**config.mk**
```make
export PLATFORM = sky130hd
export DESIGN_NAME = uerf_ring_avg
export DESIGN_NICKNAME = d
export VERILOG_FILES = /design/src/hdl/uerf_pkg.sv /design/src/hdl/uerf_ring_avg.sv
export VERILOG_INCLUDE_DIRS = /design/src /design/src/hdl
export SDC_FILE = /design/constraint.sdc
export NUM_CORES = 1
export LEC_CHECK = 0
export ABC_AREA = 1
export BUFFER_PORTS_ARGS = -buffer_cell sky130_fd_sc_hd__buf_4
export CAP_MARGIN = 20
export CORE_MARGIN = 2
export CORE_UTILIZATION = 44
export CTS_BUF_LIST = sky130_fd_sc_hd__clkbuf_16
export CTS_CLUSTER_DIAMETER = 40
export DETAILED_ROUTE_END_ITERATION = 6
export PLACE_DENSITY = 0.65
export SYNTH_ARGS = -nofsm -noshare
export SYNTH_HDL_FRONTEND = slang
export SYNTH_SLANG_ARGS = --single-unit
```
**constraint.sdc**
```tcl
create_clock -name clk -period 4.3 [get_ports clk]
set_input_delay 0.86 -clock clk [delete_from_list [all_inputs] [get_ports clk]]
set_output_delay 0.86 -clock clk [all_outputs]
set_load 0.02 [all_outputs]
```
**src/hdl/assert_macros.svh**
```systemverilog
// Assertion macros shared by the echo range filter RTL
`ifndef ASSERT_MACROS_SVH
`define ASSERT_MACROS_SVH

// Implication checked on every rising clock edge outside reset
`define ASSERT_IMPL(label, cond, prop, msg) \
    label: assert property (@(posedge clk) disable iff (!rst_n) (cond) |-> (prop)) \
        else $error(msg);

// Condition that must hold in the cycle after the trigger
`define ASSERT_NEXT(label, cond, prop, msg) \
    label: assert property (@(posedge clk) disable iff (!rst_n) (cond) |=> (prop)) \
        else $error(msg);

`endif

```
**src/hdl/uerf_pkg.sv**
```systemverilog
// Shared types and constants of the ultrasonic echo range filter
package uerf_pkg;

    // Field widths
    localparam int TIME_W   = 32;
    localparam int TICKS_W  = 16;
    localparam int DIST_W   = 11;
    localparam int THRESH_W = 9;
    localparam int CFG_IDX_W = 2;

    // Ring depth is a power of two so the average is a plain shift
    localparam int AVG_LOG2  = 1;
    localparam int AVG_DEPTH = 1 << AVG_LOG2;
    localparam int POS_W     = (AVG_LOG2 > 0) ? AVG_LOG2 : 1;
    localparam int WARM_W    = AVG_LOG2 + 1;
    localparam int SUM_W     = DIST_W + AVG_LOG2;

    // ticks*17/1000 as a multiply by a scaled reciprocal, exact for 16-bit ticks
    localparam int DIST_SHIFT = 26;
    localparam int MUL_W      = 21;
    localparam int PROD_W     = TICKS_W + MUL_W;
    localparam logic [MUL_W-1:0] DIST_MUL = MUL_W'((17 * (64'd1 << DIST_SHIFT) + 999) / 1000);
    localparam logic [DIST_W-1:0] DIST_MAX = DIST_W'(1114);

    // Operation and level codes
    localparam logic OP_ECHO    = 1'b0;
    localparam logic OP_REARM   = 1'b1;
    localparam logic LEVEL_FALL = 1'b0;
    localparam logic LEVEL_RISE = 1'b1;

    // Configuration register indexes
    localparam logic [CFG_IDX_W-1:0] REG_ECHO_MIN  = 2'd0;
    localparam logic [CFG_IDX_W-1:0] REG_ECHO_MAX  = 2'd1;
    localparam logic [CFG_IDX_W-1:0] REG_OBSTACLE  = 2'd2;

    // Reset values of the configuration registers
    localparam logic [TICKS_W-1:0]  ECHO_MIN_RST = 16'd50;
    localparam logic [TICKS_W-1:0]  ECHO_MAX_RST = 16'd30000;
    localparam logic [THRESH_W-1:0] OBSTACLE_RST = 9'd50;

    // Item handed to the averaging stage
    typedef struct packed {
        logic              rearm;
        logic [DIST_W-1:0] dist_cm;
    } uerf_sample_t;

    // Result of the averaging stage
    typedef struct packed {
        logic [DIST_W-1:0] distance;
        logic              alert;
    } uerf_report_t;

endpackage

```
**src/hdl/uerf_ring_avg.sv**
```systemverilog
// Sample ring, warmup count, moving average and alert latch
`include "assert_macros.svh"

module uerf_ring_avg import uerf_pkg::*;
(
    input  logic                clk,
    input  logic                rst_n,
    input  logic                take,
    input  uerf_sample_t        sample,
    input  logic [THRESH_W-1:0] threshold,
    output uerf_report_t        report
);

    logic [DIST_W-1:0] ring_reg [AVG_DEPTH];
    logic [DIST_W-1:0] ring_next [AVG_DEPTH];
    logic [POS_W-1:0]  pos_reg;
    logic [POS_W-1:0]  pos_next;
    logic [WARM_W-1:0] warm_reg;
    logic              latched_reg;
    logic              warm_done;
    logic [SUM_W-1:0]  sum;
    logic [SUM_W-1:0]  avg_wide;
    logic [DIST_W-1:0] avg;

    // ring with the new sample written in
    always_comb
    begin
        for (int i = 0; i < AVG_DEPTH; i++)
        begin
            ring_next[i] = (pos_reg == POS_W'(i)) ? sample.dist_cm : ring_reg[i];
        end
    end

    // sum and average over the updated ring
    always_comb
    begin
        sum = '0;
        for (int i = 0; i < AVG_DEPTH; i++)
        begin
            sum = sum + SUM_W'(ring_next[i]);
        end
        avg_wide = sum >> AVG_LOG2;
        avg      = avg_wide[DIST_W-1:0];
    end

    assign pos_next  = (pos_reg == POS_W'(AVG_DEPTH - 1)) ? '0 : pos_reg + 1'b1;
    assign warm_done = (warm_reg == WARM_W'(AVG_DEPTH));

    // raw distance during warmup, average afterwards
    assign report.distance = warm_done ? avg : sample.dist_cm;
    assign report.alert    = !sample.rearm && warm_done && !latched_reg
                             && (avg < DIST_W'(threshold));

    // state update, one beat per take
    always_ff @(posedge clk or negedge rst_n)
    begin
        if (!rst_n)
        begin
            for (int i = 0; i < AVG_DEPTH; i++)
            begin
                ring_reg[i] <= '0;
            end
            pos_reg     <= '0;
            warm_reg    <= '0;
            latched_reg <= 1'b0;
        end
        else if (take)
        begin
            if (sample.rearm)
            begin
                latched_reg <= 1'b0;
            end
            else
            begin
                ring_reg <= ring_next;
                pos_reg  <= pos_next;
                if (!warm_done)
                begin
                    warm_reg <= warm_reg + 1'b1;
                end
                if (report.alert)
                begin
                    latched_reg <= 1'b1;
                end
            end
        end
    end

    `ASSERT_IMPL(a_warm_bound, 1'b1, warm_reg <= WARM_W'(AVG_DEPTH), "warmup count overrun")
    `ASSERT_NEXT(a_alert_latches, take && report.alert, latched_reg, "alert not latched")
    `ASSERT_IMPL(a_alert_after_warmup, take && report.alert, warm_done, "alert during warmup")

endmodule

```
* Yosys cells after proc, flatten, opt, wreduce, memory -nomap -nowiden *
Cells that the tools add are included.

storage, ports and cells
  register bits = 26
  bits in latches = 0
  bits in writable memories = 0
  ROM bits = 0
  input bits = 24
  output and inout port bits = 12
  logic and storage cells = 27
  memories = 0

operators by class
  add/sub/neg operators = 3
  multipliers = 0
  div/mod/pow operators = 0
  order comparisons = 1
  equality and inequality tests = 1
  shift operators = 0
  mux-type cells = 6
  bitwise operators = 2
  reductions and logical operators = 9

operators by type and width
  operator               number
  $mux W11               3
  $add A11 B11 Y12       1
  $lt A11 B9 Y1          1
  $reduce_and A2 Y1      2
  $logic_and A1 B1 Y1    3
  $mux W1                3
  $reduce_and A3 Y1      1
  $add A2 B1 Y2 const B  1
  $eq A2 B2 Y1 const B   1
  $logic_not A1 Y1       2
  $not A1 Y1             2
  $reduce_bool A2 Y1     1
  $add A1 B1 Y1 const B  1

* Logic depth before layout (Yosys ltp) *
Gate-level depths: netlist of run 1.

  depth in word-level cells = 6
  gate-level depth with buffers = 22
  gate-level depth less buffers = 21

* Worst setup path after synthesis of run 1 *
OpenSTA, ideal clock, no wires.

  path type = in2out
  start point = input sample[1] (netlist bit)
  end point = output report[0] (netlist bit)
  data arrival time = 3027 ps
  required time = 3440 ps
  setup slack = 413 ps
  cell stages on the path = 18
  path buffers = 0
  cell sequence = o21ai_0 -> inv_1 -> ha_1 -> nand2_1 -> inv_1 -> nand3_2 -> nand2_2 -> nand2_1 -> nand2_2 -> nand2_1 -> nand2_1 -> nand2_1 -> and2_1 -> ha_1 -> nand2_1 -> nand4_1 -> a21oi_1 -> and3_1

RTL lines
  what         RTL line             text
  from (decl)  uerf_ring_avg.sv:9   input uerf_sample_t sample,
  to (decl)    uerf_ring_avg.sv:11  output uerf_report_t report

==> results of run 1 <==
[layer usage]
layer,global-route usage [%],part of all wire [%],vias to the layer above
li1,-,-,1076
met5,0,0,-
met2,33.03,46,37
met4,6.173,1.2,0
met3,1.657,3.0,5
met1,28.99,50,932
[cell usage after synthesis, types with 2 or more instances]
cell type and count:
a21oi_1 9, clkbuf_1 7, dfrtp_1 26, ha_1 19, inv_1 50, inv_2 2, nand2_1 111, nand2_2 2
nand3_1 6, nand4_1 4, nor2_1 10, nor2_2 2, o21ai_0 49, o21ai_1 2, xnor2_1 3, xor2_1 3
[power by group through the flow]
stage	Clock [W]	Combinational, W	Sequential, W
detailed placement	0	0.000916	0.000359
global route	0.000293	0.00111	0.000367
CTS	0.000283	0.000925	0.000355
finish	0.000279	0.000979	0.000357
floorplan	0	0.000665	0.000349
global placement	0	0.000896	0.000358
[cell families after synthesis]
| group | Yosys count | share of synthesized area, % |
|---|---|---|
| compound gates | 65 | 16.15 |
| xor+xnor | 7 | 3.267 |
| fa+ha+maj | 20 | 12.23 |
| buf+inv | 60 | 10.75 |
| flops | 26 | 30.88 |
| simple gates | 139 | 26.72 |
[critical path: stages]
cell     delay (ns)
buf_4          0.10
inv_1          0.10
o21ai_0        0.09
ha_1           0.38
nand2_1        0.09
nand2_1        0.06
nand2_1        0.06
nand2_1        0.07
a21oi_2        0.17
xnor2_1        0.18
ha_1           0.29
nand2_2        0.07
inv_1          0.04
a21oi_2        0.11
nand2_1        0.08
a21oi_2        0.16
and3_1         0.17
buf_4          0.13
[area by class of cell]
| class | instances | share of cell area, % |
|---|---|---|
| inverters | 52 | 7.514 |
| multi-input cells | 231 | 48.17 |
| well taps | 54 | 2.601 |
| clock buffers | 3 | 2.890 |
| clock inverters | 1 | 1.156 |
| repair buffers | 43 | 12.57 |
| flip-flops and latches | 26 | 25.10 |
[path summary, 6_finish.rpt]
| path | startpoint | endpoint | slack (ns) | cells past startpoint |
|---|---|---|---|---|
| min | ring_reg[20] | ring_reg[20] | 0.49 | 2 |
| min in group asynchronous | rst_n | ring_reg[13] | 0.50 | 1 |
| max in group asynchronous | rst_n | pos_reg | 3.53 | 1 |
| max | sample[3] | report[0] | 0.21 | 18 |
| max reg2reg | pos_reg | latched_reg | 1.25 | 19 |
| min reg2reg | ring_reg[20] | ring_reg[20] | 0.49 | 2 |
[stage by stage]
step / TNS [ns] / setup slack [ns] / utilization [%] / power, W
finish: 0 / 0.2124 / 55.73 / 0.001615
global route: -0.001344 / -0.001344 / 55.73 / 0.001771
CTS: 0 / 0.1030 / 54.52 / 0.001563
detailed placement: 0 / 0.1571 / 52.27 / 0.001275
global placement: 0 / 0.2167 / 52.27 / 0.001254
floorplan: 0 / 0.4129 / - / 0.001014
[repair_timing]
| item | in CTS | in global routing |
|---|---|---|
| buffers inserted | 0 | 4 |
| gates resized for setup | 0 | 12 |
| endpoints found under the setup margin | 0 | 1 |
==> impl_metrics.csv, run 1 <==
group,metric,value,unit
run_status,status,"finished, final reports clean",
grt,grtUsageTotal,20.42,%
place,dpl_cell_area,2436,µm²
die,initial_core_util,45.21,%
power_and_ir_drop,powerDensity,621.6,nW/µm²
worst_setup_path,endpoint_kind,"output port",
clocking,htree_levels,1,
clocking,cts_buffers,3,
synthesis,synth_warnings,0,
place,dp_hpwl,3807,µm
finish,drive_gt1_share,18.54,%
synthesis,yosysSeqAreaShare,30.88,%
sta,final.period_utilization,95.06,%
worst_setup_path,crit_type,"input port to output port",
finish,largest_reg_flops,22,
clocking,cts_sinks,26,
clocking,holdBufCountCts,0,
power_and_ir_drop,clkPwrFrac,17.3,%
synthesis,yosysTopAreaCellShare,30.88,%
worst_setup_path,arrival,3.23,ns
routing,via_per_inst,5.000,
clocking,cts_root_buffer,"clkbuf_16",
die,core,4661,µm²
synthesis,netlist_top_cells_area,"dfrtp_1 31%, nand2_1 20%, o21ai_0 12%",
place,port_buffers,35,
worst_hold_path,hp-class,"register to register",
die,io_pins,36,
grt,first_global_vias,1828,
die,fp.dieW,73.20,µm
synthesis,syn_inst,317,
synthesis,syn_avg_cell_area,6.647,µm²
die,fp.dieH,73.20,µm
clocking,cts_tree,"built",
power_and_ir_drop,p_int,0.0008968,W
finish,area.growth.synth_to_final,23.28,%
grt,antenna_found_initial,0,
die,dieArea,5358,µm²
sta,timing.fmax,244.6,MHz
power_and_ir_drop,peakVddDrop,0.2320,mV
power_and_ir_drop,seqPwrFrac,22.1,%
sta,finClkSkew,0.002540,ns
place,gp_congestion,0.8752,
finish,multi_input_area,1251,µm²
die,row_count,25,
grt,grt-ovfl-total,0,
finish,final_common_cell,"nand2_1",
routing,routed_wl,5040,µm
finish,final-seq-area,651.9,µm²
finish,num-nets-final,401,
routing,wire_per_inst,12.29,µm
power_and_ir_drop,sw_frac_of_total,44.45,%
sta,min_period,4.088,ns
finish,final.fill_count,473,
sta,final-hold-violation-count,0,
sta,slew_headroom,58.05,%
routing,drcViolationCount,0,
routing,dr.pass1.iters,4,
flow_run,max-cap-violations,0,
sta,setup_viol,0,
grt,grt_pass1_wl,8487,µm
finish,stdcell_count,410,
worst_setup_path,crit_required,3.44,ns
finish,antenna_cells,0,
grt,grt_max_degree,27,
finish,fin_area,2597,µm²
clocking,path_clk_slew,0.07,ns
sta,worstMarginPinSlew,0.6277,ns
routing,ant_nets,0,
power_and_ir_drop,p_switching,0.0007178,W
synthesis,async_flop_share,100.0,%
synthesis,ys_dominant_reg_cell,"dfrtp_1",
clocking,clk_latency,0.27,ns
synthesis,synth_area_leader_cell,"dfrtp_1",
synthesis,synth-edff-count,0,
routing,drtIter0Drc,114,
worst_setup_path,critPathMaxFanout,5,
routing,num_vias,2050,
synthesis,synth_nets,361,
synthesis,synth-seq-cells,26,
finish,layout_common_cells,"110 x nand2_1, 47 x inv_1, 47 x o21ai_0, 42 x buf_4, 25 x dfrtp_1",
synthesis,syn_area,2107,µm²
synthesis,synth.distinct_cells,28,
clocking,cts_buffer_depth,2,
place,place_inst,402,
worst_setup_path,cp-start-kind,"input port",
power_and_ir_drop,pwr-share-comb,60.6,%
sta,finalMaxSlewViolations,0,
power_and_ir_drop,p_leak,1.451,nW
sta,hold-worst-slack,0.4918,ns
Note: power is estimated with default switching activity, not from simulation.
==> inputs of run 2 (changes only) <==
--- a/config.mk
+++ b/config.mk
@@ -9,10 +9,9 @@
 export ABC_AREA = 1
 export BUFFER_PORTS_ARGS = -buffer_cell sky130_fd_sc_hd__buf_4
 export CAP_MARGIN = 20
-export CORE_MARGIN = 2
 export CORE_UTILIZATION = 44
 export CTS_BUF_LIST = sky130_fd_sc_hd__clkbuf_16
-export CTS_CLUSTER_DIAMETER = 40
+export CTS_CLUSTER_DIAMETER = 200
 export DETAILED_ROUTE_END_ITERATION = 6
 export PLACE_DENSITY = 0.65
 export SYNTH_ARGS = -nofsm -noshare
==> constraint.sdc (replaced) <==
create_clock -name clk -period 4.7 [get_ports clk]
set_input_delay 0.94 -clock clk [delete_from_list [all_inputs] [get_ports clk]]
set_output_delay 0.94 -clock clk [all_outputs]
set_load 0.02 [all_outputs]
==> run 2 against run 1 <==
The run now ends with DRC left. Core utilization is 0.25 points higher. Flip-flop and latch count stayed put. Sequential share of layout area is 0.88 points higher. Sequential power is 9.8% lower. Total power is 17% lower. Clock skew hardly changed. Via count is 2.2% lower. Combinational power is 16% lower. Critical endpoint unchanged.
==> impl_metrics.csv, run 2 (synthesis gave the netlist of run 1 again) <==
group,metric,value,unit
run_status,status,"finished, violations left",
run_status,violations,"DRC",
grt,grt_pass1_wl,8473,µm
finish,drive_gt1_share,14.53,%
power_and_ir_drop,p_leak,1.409,nW
worst_hold_path,hold_end,"ring_reg[20]",
routing,drtIter0Drc,77,
power_and_ir_drop,total_power,0.001342,W
worst_hold_path,hold-path-cell-count,2,
die,row_count,24,
power_and_ir_drop,powerDensity,535.6,nW/µm²
die,fp.dieW,71.20,µm
grt,first_global_vias,1889,
finish,antenna_cells,0,
sta,setup_viol,0,
die,core,4474,µm²
finish,largest_reg_flops,22,
die,initial_core_util,47.09,%
worst_setup_path,crit_type,"input port to output port",
sta,slew_headroom,55.00,%
sta,worstMarginPinSlew,0.6734,ns
worst_setup_path,cp_num_buf_inv,4,
worst_setup_path,endpoint_kind,"output port",
worst_setup_path,path_cells,"buf_4, inv_1, o21ai_0, ha_1, nand2_1, inv_1, nand3_2, nand2_2, nand2_1, nand2_2, nand2_1, nand2_1, nand2_1, and2_1, ha_1, nand2_1, nand4_1, a21oi_1, and3_1, buf_4",
routing,ant_nets,0,
grt,grtUsageTotal,21.20,%
die,dieArea,5069,µm²
sta,tns,0,ns
routing,wire_per_inst,12.10,µm
sta,timing.fmax,231.1,MHz
worst_setup_path,rr_endpoint,"latched_reg",
worst_setup_path,crit_required,3.76,ns
worst_setup_path,slowest_stage,"ha_1",
routing,dr.pass1.iters,6,
worst_setup_path,critPathMaxFanout,5,
routing,via_per_inst,4.973,
worst_setup_path,cp-start-kind,"input port",
clocking,cts_setup_buffers,0,
clocking,htree_levels,1,
place,port_buffers,35,
worst_setup_path,reg2reg_from,"pos_reg",
clocking,holdBufCountCts,0,
clocking,cts_root_buffer,"clkbuf_16",
clocking,cts_buffer_depth,2,
routing,drcViolationCount,3,
worst_setup_path,cpMostUsedCell,"nand2_1",
worst_hold_path,hp-start,"ring_reg[20]",
sta,rsz0062_at_grt,"false",
clocking,path_clk_slew,0.07,ns
worst_setup_path,max_stage_delay,0.40,ns
worst_setup_path,reg2reg_depth,16,
place,gp_congestion,0.8254,
worst_setup_path,reg2reg_slack,1.58,ns
finish,final_common_cell,"nand2_1",
clocking,cts_sinks,26,
die,fp.dieH,71.20,µm
routing,num_vias,2004,
grt,grt-ovfl-total,0,
clocking,postCtsResizedCells,0,
sta,final.period_utilization,92.08,%
worst_setup_path,cpLargestDelayFamily,"simple AND/OR/NAND/NOR gates",
place,dp_hpwl,3729,µm
worst_setup_path,arrival,3.39,ns
finish,layout_common_cells,"111 x nand2_1, 50 x inv_1, 49 x o21ai_0, 38 x buf_4, 26 x dfrtp_1",
grt,grt_max_degree,27,
routing,routed_wl,4877,µm
sta,finalMaxSlewViolations,0,
worst_hold_path,hp-class,"register to register",
power_and_ir_drop,peakVddDrop,0.2514,mV
finish,num-nets-final,396,
grt,antenna_found_initial,0,
finish,area.growth.synth_to_final,18.88,%
clocking,cts_tree,"built",
sta,finClkSkew,0.002096,ns
clocking,clk_latency,0.26,ns
die,io_pins,36,
sta,min_period,4.328,ns
flow_run,max-cap-violations,0,
sta,final-hold-violation-count,0,
clocking,cts_buffers,3,
## run 2: cell count changes in the layout (fill, tap and decap cells not counted), moves of 2 or more
cell,previous run,this run
a21oi_1,6,9
a21oi_2,4,1
buf_4,42,38
inv_1,47,50
inv_2,5,2
o21ai_0,47,49
o21ai_1,4,2
## run 2: report_power, final
group | total, W | internal, W | switching, W
logic | 0.000824 | 0.000322 | 0.000502
clock network | 0.000196 | 0.000114 | 0.0000816
registers | 0.000322 | 0.000290 | 0.0000316
total | 0.00134 | 0.000726 | 0.000616
## run 2: layer usage
layer | up-vias | GRT usage (%) | wire length, µm
li1 | 1065 | - | -
met1 | 893 | 28.85 | 2396
met2 | 41 | 35.45 | 2163
met3 | 5 | 3.276 | 268
met4 | 0 | 4.889 | 48
met5 | - | 0 | 0
## run 2: worst min-delay path, cell delays in order, from the launching register on
cell     delay (ns)
dfrtp_1        0.34
nand2_1        0.05
o21ai_0        0.06
## run 2: how the worst max path moves through the flow
stage                     slack [ns]        end  cells after the start      start
final                           0.37  report[0]                     20  sample[2]
after global routing            0.06  report[0]                     19    pos_reg
after CTS                       0.35  report[0]                     20  sample[2]
after detailed placement        0.36  report[0]                     20  sample[2]
after global placement          0.41  report[0]                     17  sample[2]
after floorplan                 0.65  report[0]                     18  sample[1]
## run 2: cell type report
| type | instances | area, µm² |
|---|---|---|
| Clock buffer | 3 | 75.07 |
| Clock inverter | 1 | 3.754 |
| Fill cell | 461 | 1969 |
| Inverter | 52 | 195.2 |
| Multi-Input combinational cell | 231 | 1230 |
| Sequential cell | 26 | 650.6 |
| Tap cell | 52 | 65.06 |
| Timing Repair Buffer | 38 | 285.3 |
## run 2: metrics by stage
stage	util [%]	setup WS, ns	instance area [µm²]	cells	hold slack, ns
final	55.98	0.3723	2505	403	0.4843
after global routing	55.98	0.05821	2505	403	0.5091
after CTS	55.98	0.3472	2505	403	0.4903
after detailed placement	54.22	0.3576	2426	399	0.4734
after global placement	54.22	0.4070	2426	399	0.4661
after floorplan	-	0.6529	2107	317	0.4512
